==> src/rtl/sfa_pkg.sv <==
// Types and constants of the spring force accumulator.
package sfa_pkg;

  localparam int unsigned IDX_W     = 10;
  localparam int unsigned COMP_W    = 32;
  localparam int unsigned MAG_W     = 33;
  localparam int unsigned SUM_W     = 66;
  localparam int unsigned ROOT_W    = 33;
  localparam int unsigned PROD_W    = 66;
  localparam int unsigned NUM_W     = 98;
  localparam int unsigned FRAC_W    = 16;
  localparam int unsigned DEN_W     = ROOT_W + FRAC_W;
  localparam int unsigned QUO_W     = 33;
  localparam int unsigned NUM_LANES = 3;
  localparam int unsigned CFG_IDX_W = 1;

  localparam logic [COMP_W-1:0] STIFF_RST = 32'd65536;
  localparam logic [COMP_W-1:0] REST_RST  = 32'd65536;

  typedef enum logic [1:0] {
    OP_WRPOS  = 2'd0,
    OP_SPRING = 2'd1,
    OP_SETF   = 2'd2,
    OP_READ   = 2'd3
  } op_e;

  typedef enum logic [CFG_IDX_W-1:0] {
    REG_STIFF = 1'b0,
    REG_REST  = 1'b1
  } reg_e;

  typedef logic [NUM_LANES-1:0][COMP_W-1:0] vec_t;

  typedef struct packed {
    op_e                      opcode;
    logic [IDX_W-1:0]         first_index;
    logic [IDX_W-1:0]         second_index;
    logic signed [COMP_W-1:0] value_x;
    logic signed [COMP_W-1:0] value_y;
    logic signed [COMP_W-1:0] value_z;
  } in_t;

  typedef struct packed {
    logic [IDX_W-1:0]         result_index;
    logic signed [COMP_W-1:0] force_x;
    logic signed [COMP_W-1:0] force_y;
    logic signed [COMP_W-1:0] force_z;
    logic                     saturated;
  } out_t;

endpackage

==> src/rtl/sfa_div.sv <==
// Three-lane restoring divider with a shared divisor and overflow flag.
module sfa_div (
  input  logic                                                clk_i,
  input  logic                                                rst_ni,
  input  logic                                                start_i,
  input  logic [sfa_pkg::NUM_LANES-1:0][sfa_pkg::NUM_W-1:0]   num_i,
  input  logic [sfa_pkg::DEN_W-1:0]                           den_i,
  output logic                                                done_o,
  output logic [sfa_pkg::NUM_LANES-1:0][sfa_pkg::QUO_W-1:0]   quo_o,
  output logic [sfa_pkg::NUM_LANES-1:0]                       big_o
);
  import sfa_pkg::*;

  localparam int unsigned CNT_W = $clog2(QUO_W + 1);
  localparam int unsigned HI_W  = NUM_W - QUO_W;

  logic [DEN_W-1:0]                    den_q, den_d;
  logic [NUM_LANES-1:0][DEN_W-1:0]     rem_q, rem_d;
  logic [NUM_LANES-1:0][QUO_W-1:0]     lo_q, lo_d;
  logic [NUM_LANES-1:0][QUO_W-1:0]     quo_q, quo_d;
  logic [NUM_LANES-1:0]                big_q, big_d;
  logic [CNT_W-1:0]                    cnt_q, cnt_d;
  logic                                busy_q, busy_d;
  logic                                done_q, done_d;

  always_comb begin
    logic [DEN_W:0] sh;
    den_d  = den_q;
    rem_d  = rem_q;
    lo_d   = lo_q;
    quo_d  = quo_q;
    big_d  = big_q;
    cnt_d  = cnt_q;
    busy_d = busy_q;
    done_d = 1'b0;
    sh     = '0;
    if (start_i) begin
      den_d = den_i;
      for (int i = 0; i < NUM_LANES; i++) begin
        big_d[i] = num_i[i][NUM_W-1:QUO_W] >= HI_W'(den_i);
        rem_d[i] = num_i[i][QUO_W+DEN_W-1:QUO_W];
        lo_d[i]  = num_i[i][QUO_W-1:0];
        quo_d[i] = '0;
      end
      cnt_d  = CNT_W'(QUO_W);
      busy_d = 1'b1;
    end else if (busy_q) begin
      for (int i = 0; i < NUM_LANES; i++) begin
        sh       = {rem_q[i], lo_q[i][QUO_W-1]};
        lo_d[i]  = {lo_q[i][QUO_W-2:0], 1'b0};
        if (sh >= {1'b0, den_q}) begin
          rem_d[i] = DEN_W'(sh - {1'b0, den_q});
          quo_d[i] = {quo_q[i][QUO_W-2:0], 1'b1};
        end else begin
          rem_d[i] = sh[DEN_W-1:0];
          quo_d[i] = {quo_q[i][QUO_W-2:0], 1'b0};
        end
      end
      cnt_d = cnt_q - 1'b1;
      if (cnt_q == CNT_W'(1)) begin
        busy_d = 1'b0;
        done_d = 1'b1;
      end
    end
  end

  always_ff @(posedge clk_i or negedge rst_ni) begin
    if (!rst_ni) begin
      cnt_q  <= '0;
      busy_q <= 1'b0;
      done_q <= 1'b0;
    end else begin
      cnt_q  <= cnt_d;
      busy_q <= busy_d;
      done_q <= done_d;
    end
  end

  always_ff @(posedge clk_i) begin
    den_q <= den_d;
    rem_q <= rem_d;
    lo_q  <= lo_d;
    quo_q <= quo_d;
    big_q <= big_d;
  end

  assign done_o = done_q;
  assign quo_o  = quo_q;
  assign big_o  = big_q;

endmodule

==> config.mk <==
export PLATFORM = sky130hd
export DESIGN_NAME = sfa_div
export DESIGN_NICKNAME = d
export VERILOG_FILES = /design/src/rtl/sfa_pkg.sv /design/src/rtl/sfa_div.sv
export SDC_FILE = /design/constraint.sdc
export NUM_CORES = 1
export LEC_CHECK = 0
export ABC_AREA = 0
export BUFFER_PORTS_ARGS = -buffer_cell sky130_fd_sc_hd__buf_2
export CAP_MARGIN = 0
export CORE_MARGIN = 8
export CORE_UTILIZATION = 40
export CTS_CLUSTER_DIAMETER = 30
export CTS_CLUSTER_SIZE = 40
export DETAILED_ROUTE_END_ITERATION = 12
export PLACE_DENSITY = 0.6
export SLEW_MARGIN = 20
export SYNTH_ARGS = -nofsm -noshare
export SYNTH_HDL_FRONTEND = slang
export SYNTH_SLANG_ARGS = --single-unit
==> constraint.sdc <==
create_clock -name clk_i -period 17.8 [get_ports clk_i]
set_clock_uncertainty 0.15 [all_clocks]
set_input_delay 2.67 -clock clk_i [delete_from_list [all_inputs] [get_ports clk_i]]
set_output_delay 2.67 -clock clk_i [all_outputs]
set_load 0.1 [all_outputs]
==> flow_summary.yaml <==
timing:
  finalMaxSlewViolations: 0
  rsz0062_at_grt: "false"
  relSlewSlack: 0.2259
  worst_pin_slew_ns: 1.132
  hold_viol_final: 0
  fmax_ghz: 0.1752
  post-route-min-period_ns: 5.709
  fin_setup_tns_ns: 0
  min_period_over_period: 0.3207
  setup_viol: 0
synthesis:
  synth_nets: 3634
  synth_top_area_frac: 0.3083
  synth_cells: 2989
  synthArstFlopShare: 0.01975
  synth.yosys.warnings: 0
  synth-seq-cells: 405
  synth_edf_count: 298
  synth_area_leaders: "edfxtp_1 (31%), ha_1 (13%), dfxtp_1 (6.8%)"
  synth_area_mm2: 0.02903
  synth_flop_cell: "edfxtp_1"
  synthDistinctLibCells: 95
  synth-seq-area-share: 0.3835
  yosysTopAreaCell: "edfxtp_1"
  synth.avg_cell_area_um2: 9.711
clocking:
  cts_buffers: 118
  root_buffer: "clkbuf_16"
  cts.sinks: 405
  clk_path_buf_depth: 3
  holdBufCountCts: 0
  tritoncts: "done"
  cts_setup_buffers: 0
  clk_latency_ns: 0.69
  cts_resized: 0
  path_clk_slew_ns: 0.05
  htree_levels: 3
critical_path:
  crit_arrival_ns: 5.84
  cp_max_fo: 124
  required_ns: 17.93
  start_kind: "input pin"
  cp-end-kind: "flip-flop"
  worst-setup-path-type: "in2reg"
cells_and_area:
  multiInputGateArea_mm2: 0.01668
  seq_area_mm2: 0.01113
  final.fill_count: 6708
  final_area_mm2: 0.03618
  area.growth.synth_to_final_pct: 24.65
  drive_gt1_frac: 0.2311
  nets: 4072
detailed_routing:
  wl_met3_um: 7282
  drc_errors: 0
  wirelength_um: 98060
  vias: 25060
  via_per_inst: 5.574
  wl_met2_um: 44950
  wl_per_cell_um: 21.81
  drt_iter0_drc: 1926
  met1_length_um: 42590
  firstDrtPassIters: 6
  ant_nets: 0
  top_layer_used: "met5"
floorplan:
  start_util: 0.4053
  io_pins: 449
  die_y_um: 285.4
  fp.dieArea_mm2: 0.08144
  num_rows: 98
  core_mm2: 0.07161
  dieWidth_um: 285.4
run:
  maxCapViolations: 0
placed_design:
  dpl_cell_area_mm2: 0.03197
  portBuffers: 448
  place_hpwl_um: 74790
  gp_congestion: 0.9824
global_routing:
  grt.total_usage: 0.2291
  antenna_found_initial: 30
  grt_overflow_total: 0
  grt_pass1_wl_um: 146600
  first_global_vias: 24740
  grt_max_degree: 183
power:
  power_mw: 6.567
  vdd_drop_max_mv: 0.1004
  p_leak_nw: 16.73
  p_per_area_mw_per_mm2: 181.5
worst_hold_path:
  hp-class: "reg2reg"
outcome:
  status: "finished, final reports clean"
==> routing by layer <==
metal | vias to the layer above | track usage
li1 | 12060 | -
met1 | 11910 | 0.2982
met4 | 22 | 0.08608
met5 | - | 0
met3 | 192 | 0.05464
met2 | 876 | 0.3673
==> registers in the layout, indices dropped and copies added (netlist names) <==
| signal | flops |
|---|---|
| big_o | 3 |
| busy_q | 1 |
| cnt_q | 6 |
| den_q | 49 |
| done_o | 1 |
| lo_q | 99 |
| quo_o | 99 |
| rem_q | 147 |
==> through the flow <==
stage          instances  worst slack (ns)  hold WS, ns  utilization
3_3_place_gp        4257             11.38       0.3193       0.4464
2_1_floorplan       2989             8.735       0.3340            -
3_5_place_dp        4257             11.33       0.3272       0.4464
5_1_grt             4489             11.92       0.3686       0.5050
4_1_cts             4481             12.08       0.3460       0.5048
6_report            4495             12.09       0.3440       0.5052
==> cell type report <==
class	count	area share
Antenna cell	14	0.0009683
Tap cell	950	0.03285
Sequential cell	405	0.3078
Timing Repair Buffer	460	0.06509
Clock buffer	135	0.08570
Clock inverter	89	0.02971
Inverter	159	0.01684
Multi-Input combinational cell	2283	0.4611
==> report_power, final <==
| group | switching [mW] | internal, mW | leakage, nW |
|---|---|---|---|
| logic | 1.73 | 1.15 | 10.7 |
| registers | 0.153 | 1.36 | 3.99 |
| clock network | 0.680 | 1.49 | 1.99 |
==> cell usage after synthesis (6+ instances only) <==
library cell / n
a211oi_1: 39
a21o_1: 145
a21oi_1: 286
a221oi_1: 6
a2bb2oi_1: 10
a31oi_1: 32
and2_1: 12
and3_1: 19
buf_1: 17
buf_2: 24
buf_4: 6
clkbuf_1: 90
dfrtp_1: 8
dfxtp_1: 99
edfxtp_1: 298
ha_1: 296
inv_1: 158
mux2_2: 129
mux2i_1: 139
nand2_1: 178
nand2b_1: 24
nand3_1: 29
nand4_1: 83
nor2_1: 286
nor2b_1: 27
nor3_1: 26
nor3b_1: 6
nor4_1: 26
o211ai_1: 26
o21a_1: 33
o21ai_0: 136
o21ai_1: 14
o21bai_1: 22
o31ai_1: 10
or3_1: 6
xnor2_1: 66
xor2_1: 63
==> placed cells by master (no fill, tap or decap), types with 129 or more instances in the layout <==
cell	count
nor2_1	286
a21o_1	145
inv_1	157
o21ai_0	136
mux2_2	129
nand2_1	178
mux2i_1	139
a21oi_1	286
ha_1	296
edfxtp_1	298
buf_2	447
==> logic make-up after synthesis <==
kind of cell	Yosys count	share of synthesized area
AOI/OAI and AO/OA	839	0.1865
and+or+nand+nor	748	0.1216
DFF	405	0.3835
buffers and inverters	301	0.04181
adders and majority gates	299	0.1297
muxes	268	0.09798
xor gates and xnor gates	129	0.03893
==> worst max-delay path, cell delays in order <==
cell and delay [ns]:
buf_8 0.45, nor2_1 0.24, inv_8 0.68, buf_4 0.81, buf_4 0.79
==> final timing paths <==
check / cells after the start / to / from / slack (ns)
setup / recovery: 5 / rem_q[59] / start_i / 12.09
hold / removal: 2 / quo_o[65] / quo_o[65] / 0.34
setup reg to reg: 13 / rem_q[1] / den_q[2] / 12.51
hold reg to reg: 2 / quo_o[65] / quo_o[65] / 0.34
max in group asynchronous: 1 / busy_q / rst_ni / 15.62
min in group asynchronous: 1 / done_o / rst_ni / 1.67
(Power assumes the default switching activity.)
