<file path="src/rtl/sfa_pkg.sv">
// Types and constants of the spring force accumulator.
package sfa_pkg;

  localparam int unsigned IDX_W     = 10;
  localparam int unsigned COMP_W    = 32;
  localparam int unsigned MAG_W     = 33;
  localparam int unsigned SUM_W     = 66;
  localparam int unsigned ROOT_W    = 33;
  localparam int unsigned PROD_W    = 66;
  localparam int unsigned NUM_W     = 98;
  localparam int unsigned FRAC_W    = 16;
  localparam int unsigned DEN_W     = ROOT_W + FRAC_W;
  localparam int unsigned QUO_W     = 33;
  localparam int unsigned NUM_LANES = 3;
  localparam int unsigned CFG_IDX_W = 1;

  localparam logic [COMP_W-1:0] STIFF_RST = 32'd65536;
  localparam logic [COMP_W-1:0] REST_RST  = 32'd65536;

  typedef enum logic [1:0] {
    OP_WRPOS  = 2'd0,
    OP_SPRING = 2'd1,
    OP_SETF   = 2'd2,
    OP_READ   = 2'd3
  } op_e;

  typedef enum logic [CFG_IDX_W-1:0] {
    REG_STIFF = 1'b0,
    REG_REST  = 1'b1
  } reg_e;

  typedef logic [NUM_LANES-1:0][COMP_W-1:0] vec_t;

  typedef struct packed {
    op_e                      opcode;
    logic [IDX_W-1:0]         first_index;
    logic [IDX_W-1:0]         second_index;
    logic signed [COMP_W-1:0] value_x;
    logic signed [COMP_W-1:0] value_y;
    logic signed [COMP_W-1:0] value_z;
  } in_t;

  typedef struct packed {
    logic [IDX_W-1:0]         result_index;
    logic signed [COMP_W-1:0] force_x;
    logic signed [COMP_W-1:0] force_y;
    logic signed [COMP_W-1:0] force_z;
    logic                     saturated;
  } out_t;

endpackage

</file>
<file path="src/rtl/sfa_sqrt.sv">
// Iterative integer square root, two radicand bits per cycle.
module sfa_sqrt (
  input  logic                         clk_i,
  input  logic                         rst_ni,
  input  logic                         start_i,
  input  logic [sfa_pkg::SUM_W-1:0]    radicand_i,
  output logic                         done_o,
  output logic [sfa_pkg::ROOT_W-1:0]   root_o
);
  import sfa_pkg::*;

  localparam int unsigned REM_W = ROOT_W + 3;
  localparam int unsigned CNT_W = $clog2(ROOT_W + 1);

  logic [SUM_W-1:0]  rad_q, rad_d;
  logic [REM_W-1:0]  rem_q, rem_d;
  logic [ROOT_W-1:0] root_q, root_d;
  logic [CNT_W-1:0]  cnt_q, cnt_d;
  logic              busy_q, busy_d;
  logic              done_q, done_d;
  logic [REM_W-1:0]  shifted;
  logic [REM_W-1:0]  trial;

  always_comb begin
    shifted = {rem_q[REM_W-3:0], rad_q[SUM_W-1 -: 2]};
    trial   = {1'b0, root_q, 2'b01};
    rad_d   = rad_q;
    rem_d   = rem_q;
    root_d  = root_q;
    cnt_d   = cnt_q;
    busy_d  = busy_q;
    done_d  = 1'b0;
    if (start_i) begin
      rad_d  = radicand_i;
      rem_d  = '0;
      root_d = '0;
      cnt_d  = CNT_W'(ROOT_W);
      busy_d = 1'b1;
    end else if (busy_q) begin
      rad_d = {rad_q[SUM_W-3:0], 2'b00};
      if (shifted >= trial) begin
        rem_d  = shifted - trial;
        root_d = {root_q[ROOT_W-2:0], 1'b1};
      end else begin
        rem_d  = shifted;
        root_d = {root_q[ROOT_W-2:0], 1'b0};
      end
      cnt_d = cnt_q - 1'b1;
      if (cnt_q == CNT_W'(1)) begin
        busy_d = 1'b0;
        done_d = 1'b1;
      end
    end
  end

  always_ff @(posedge clk_i or negedge rst_ni) begin
    if (!rst_ni) begin
      cnt_q  <= '0;
      busy_q <= 1'b0;
      done_q <= 1'b0;
    end else begin
      cnt_q  <= cnt_d;
      busy_q <= busy_d;
      done_q <= done_d;
    end
  end

  always_ff @(posedge clk_i) begin
    rad_q  <= rad_d;
    rem_q  <= rem_d;
    root_q <= root_d;
  end

  assign done_o = done_q;
  assign root_o = root_q;

endmodule

</file>
<file path="config.mk">
export PLATFORM = sky130hd
export DESIGN_NAME = sfa_sqrt
export DESIGN_NICKNAME = d
export VERILOG_FILES = /design/src/rtl/sfa_pkg.sv /design/src/rtl/sfa_sqrt.sv
export SDC_FILE = /design/constraint.sdc
export NUM_CORES = 1
export LEC_CHECK = 0
export ABC_AREA = 1
export CAP_MARGIN = 0
export CORE_MARGIN = 4
export CORE_UTILIZATION = 55
export CTS_CLUSTER_DIAMETER = 200
export DETAILED_ROUTE_END_ITERATION = 10
export DONT_BUFFER_PORTS = 1
export GPL_TIMING_DRIVEN = 0
export PLACE_DENSITY = 0.78
export SYNTH_ARGS = -nofsm -noshare
export SYNTH_HDL_FRONTEND = slang
export SYNTH_SLANG_ARGS = --single-unit
</file>
<file path="constraint.sdc">
create_clock -name clk_i -period 3.8 [get_ports clk_i]
set_input_delay 0 -clock clk_i [delete_from_list [all_inputs] [get_ports clk_i]]
set_output_delay 0 -clock clk_i [all_outputs]
set_load 0.01 [all_outputs]
</file>
==> out/metrics.yaml <==
synth:
  number_of_synthesized_flops_with_an_enable_pin: 66
  synth.lib_cells_used.distinct: 38
  synth-seq-area-share: 0.424
  syn-mean-instance-area_um2: 7.04
  synth_top_cells_by_count: "530 x sky130_fd_sc_hd__nand2_1, 146 x sky130_fd_sc_hd__inv_1, 71 x sky130_fd_sc_hd__nor2_1, 67 x sky130_fd_sc_hd__dfxtp_1, 66 x sky130_fd_sc_hd__edfxtp_1"
  synth_top_cell_area_share: 0.240
  yosys.cell_count.top_type: "sky130_fd_sc_hd__nand2_1"
  synth_largest_area_cell: "sky130_fd_sc_hd__nand2_1"
  mappedNetlistNets: 1286
  synth-main-ff-cell: "sky130_fd_sc_hd__dfxtp_1"
  post_synthesis_cells: 1180
  async_reset_ff_frac: 0.0567
  netlist_area_um2: 8300
  synthTopCellsByArea: "sky130_fd_sc_hd__nand2_1 24%, sky130_fd_sc_hd__edfxtp_1 24%, sky130_fd_sc_hd__dfxtp_1 16%"
  yosysWarningCount: 0
  number_of_synthesized_register_bits: 141
cells_and_area:
  area_growth_pct: 18.0
  layout-drive-gt1-share: 0.0476
  final_core_util: 0.669
  diodes: 0
  layout.nets: 1374
  layout.filler_cells: 1239
critical_path:
  reg2reg_from: "root_o[21]"
  worst_r2r_path_depth: 12
  critical-path-slowest-cell: "sky130_fd_sc_hd__dfxtp_1"
  launching_element_type_of_the_critical_path: "flop"
  cp_data_required_time_ns: 4.13
  critical_path.most_common_cell: "sky130_fd_sc_hd__nand2_1"
  criticalPathCategory: "reg2reg"
  path_max_fanout: 9
  cp_slowest_stage_delay_ns: 0.39
  rr_endpoint: "rem_q[28]"
  type_of_destination_of_the_critical_path: "flop"
  worst-r2r-setup-slack_ns: 1.21
  timing.critical_path.cells: "inv_1 -> ha_1 -> a21oi_1 -> nand2_1 -> nand2_1 -> nand2_1 -> a21oi_2 -> nand4_4 -> nand2_1 -> nand2_1 -> nand2_1 -> nand2_1"
  cp.arrival_ns: 2.92
timing:
  part_of_the_cycle_the_worst_path_needs: 0.681
  timing.final.max_slew_violations: 0
  fmax_ghz: 0.387
  finalClockSkew_ns: 0.0142
  rsz0062_at_grt: "no"
  timing_worst_slew_pin_value_ns: 0.711
  setup_total_negative_slack_ns: 0
  hold_ws_ns: 0.296
  layout_min_cycle_time_ns: 2.59
  hold_viol_final: 0
  max_slew_margin: 0.526
  setup_viol_count_final: 0
hold_path:
  holdCritPathClass: "in2reg"
  launch_instance_of_the_worst_min_delay_path: "radicand_i[40]"
  hold_end: "rad_q[40]"
  timing.hold.worst_path_depth: 3
global_route:
  grt_start_max_net_pins: 57
  first_global_vias: 7918
  grt_pass1_wl_um: 38900
  track_usage: 0.293
  grt_antenna_before_repair: 1
  globalRoute.totalOverflow: 0
clock_tree:
  clk-insertion-delay-late_ns: 0.43
  clkSinkCount: 141
  number_of_instances_resized_during_post_cts_repair: 0
  clock_tree.htree_level_count: 4
  cts.root.buffer_cell: "sky130_fd_sc_hd__clkbuf_16"
  tritoncts: "done"
  clk_pin_slew_worst_paths_ns: 0.07
  number_of_buffers_created_by_cts: 17
  post-cts-setup-buffer-count: 0
  ctsLongestPathBuffers: 2
drt:
  vias_per_cell: 5.39
  drt-pass1-iter-count: 6
  wl_per_cell_um: 16.4
  ant_nets: 0
  drcViolationCount: 0
  postRouteWirelength_um: 24000
  vias: 7899
  detail_route.iter0.violations: 574
die:
  die_width_um: 131
  num_rows: 44
  initial_utilization: 0.567
  floorplan.io_pins: 103
  fp.dieH_um: 131
  core_um2: 14600
  die-area_um2: 17100
power_and_ir_drop:
  total_power_mw: 7.97
  irDropWorstVdd_v: 0.000430
  power.density_cell_area_nw_per_um2: 813
  p_leak_nw: 4.91
run_status:
  run_status: "finished, final reports clean"
placement:
  port_buffers: 0
  detailedPlacementHpwl_um: 16200
  place_congestion: 0.986
flow_run:
  max-cap-violations: 0
## where the power goes
group / internal (mW) / switching, mW / total [mW] / leakage (nW)
logic: 1.46 / 2.86 / 4.32 / 3.28
registers: 1.88 / 0.172 / 2.05 / 1.37
clock network: 0.858 / 0.742 / 1.60 / 0.266
## repair_timing
item,in CTS,in global routing
hold buffers,68,0
hold endpoints to repair,74,0
setup endpoints to repair,0,0
## layer usage
layer	GRT usage	wire length (um)	share of wire	vias to the layer above
li1	-	-	-	3920
met1	0.350	9830	0.41	3620
met2	0.507	11800	0.49	286
met3	0.0695	1610	0.067	71
met4	0.123	763	0.032	2
met5	0	13	0.00054	-
## state kept, by name, indices dropped and copies added (netlist names)
register / flops
root_o: 33
done_o: 1
cnt_q: 6
rem_q: 34
rad_q: 66
busy_q: 1
## cells by family after synthesis
logic type / count (synthesis) / share of synthesized area
simple gates: 704 / 0.347
buf+inv: 182 / 0.0868
flops: 141 / 0.424
compound gates: 100 / 0.0695
fa+ha+maj: 37 / 0.0558
xor+xnor: 16 / 0.0169
## cell type report
class | count | area [um2] | share of cell area
multi-input combinational | 857 | 4060 | 0.414
tap | 184 | 230 | 0.0235
inverter | 148 | 556 | 0.0567
sequential | 141 | 3520 | 0.360
timing repair buffer | 69 | 708 | 0.0723
clock buffer | 17 | 425 | 0.0434
clock inverter | 15 | 129 | 0.0132
buffer | 34 | 169 | 0.0172
## worst max path at each step
stage	start	to	slack, ns	cells past startpoint
2_1_floorplan	busy_q	rad_q[0]	0.73	3
3_5_place_dp	root_o[21]	rem_q[28]	1.25	12
6_report	root_o[21]	rem_q[28]	1.21	12
3_3_place_gp	start_i	rad_q[26]	-0.30	4
4_1_cts	root_o[21]	rem_q[28]	1.23	12
5_1_grt	root_o[21]	rem_q[28]	0.98	12
## worst max-delay path, delay by kind of cell, from the launching register on
family / cells / cell delay [ns]
DFF: 1 / 0.39
AOI/OAI and AO/OA: 2 / 0.53
buffers and inverters: 1 / 0.10
adders and majority gates: 1 / 0.36
and+or+nand+nor: 8 / 1.10
## through the flow
stage	setup slack [ns]	area, um2	cells
after floorplan	0.729	8300	1180
after global placement	-0.296	8530	1364
after detailed placement	1.25	8560	1365
after CTS	1.23	9800	1465
after global routing	0.979	9800	1465
final	1.21	9800	1465
## cells in the final DEF (no fill, tap or decap), types with 11 or more instances in the layout
cell type	netlist	routed
sky130_fd_sc_hd__o21ai_0	17	17
sky130_fd_sc_hd__nand3_1	59	59
sky130_fd_sc_hd__dlygate4sd3_1	0	68
sky130_fd_sc_hd__nand2_1	530	530
sky130_fd_sc_hd__clkbuf_16	0	17
sky130_fd_sc_hd__inv_1	146	146
sky130_fd_sc_hd__a21oi_1	36	36
sky130_fd_sc_hd__edfxtp_1	66	66
sky130_fd_sc_hd__dfxtp_1	67	67
sky130_fd_sc_hd__ha_1	37	37
sky130_fd_sc_hd__nand4_1	11	11
sky130_fd_sc_hd__clkbuf_1	25	24
sky130_fd_sc_hd__o22ai_1	33	33
sky130_fd_sc_hd__nor2_1	71	71
(Power assumes the default switching activity.)
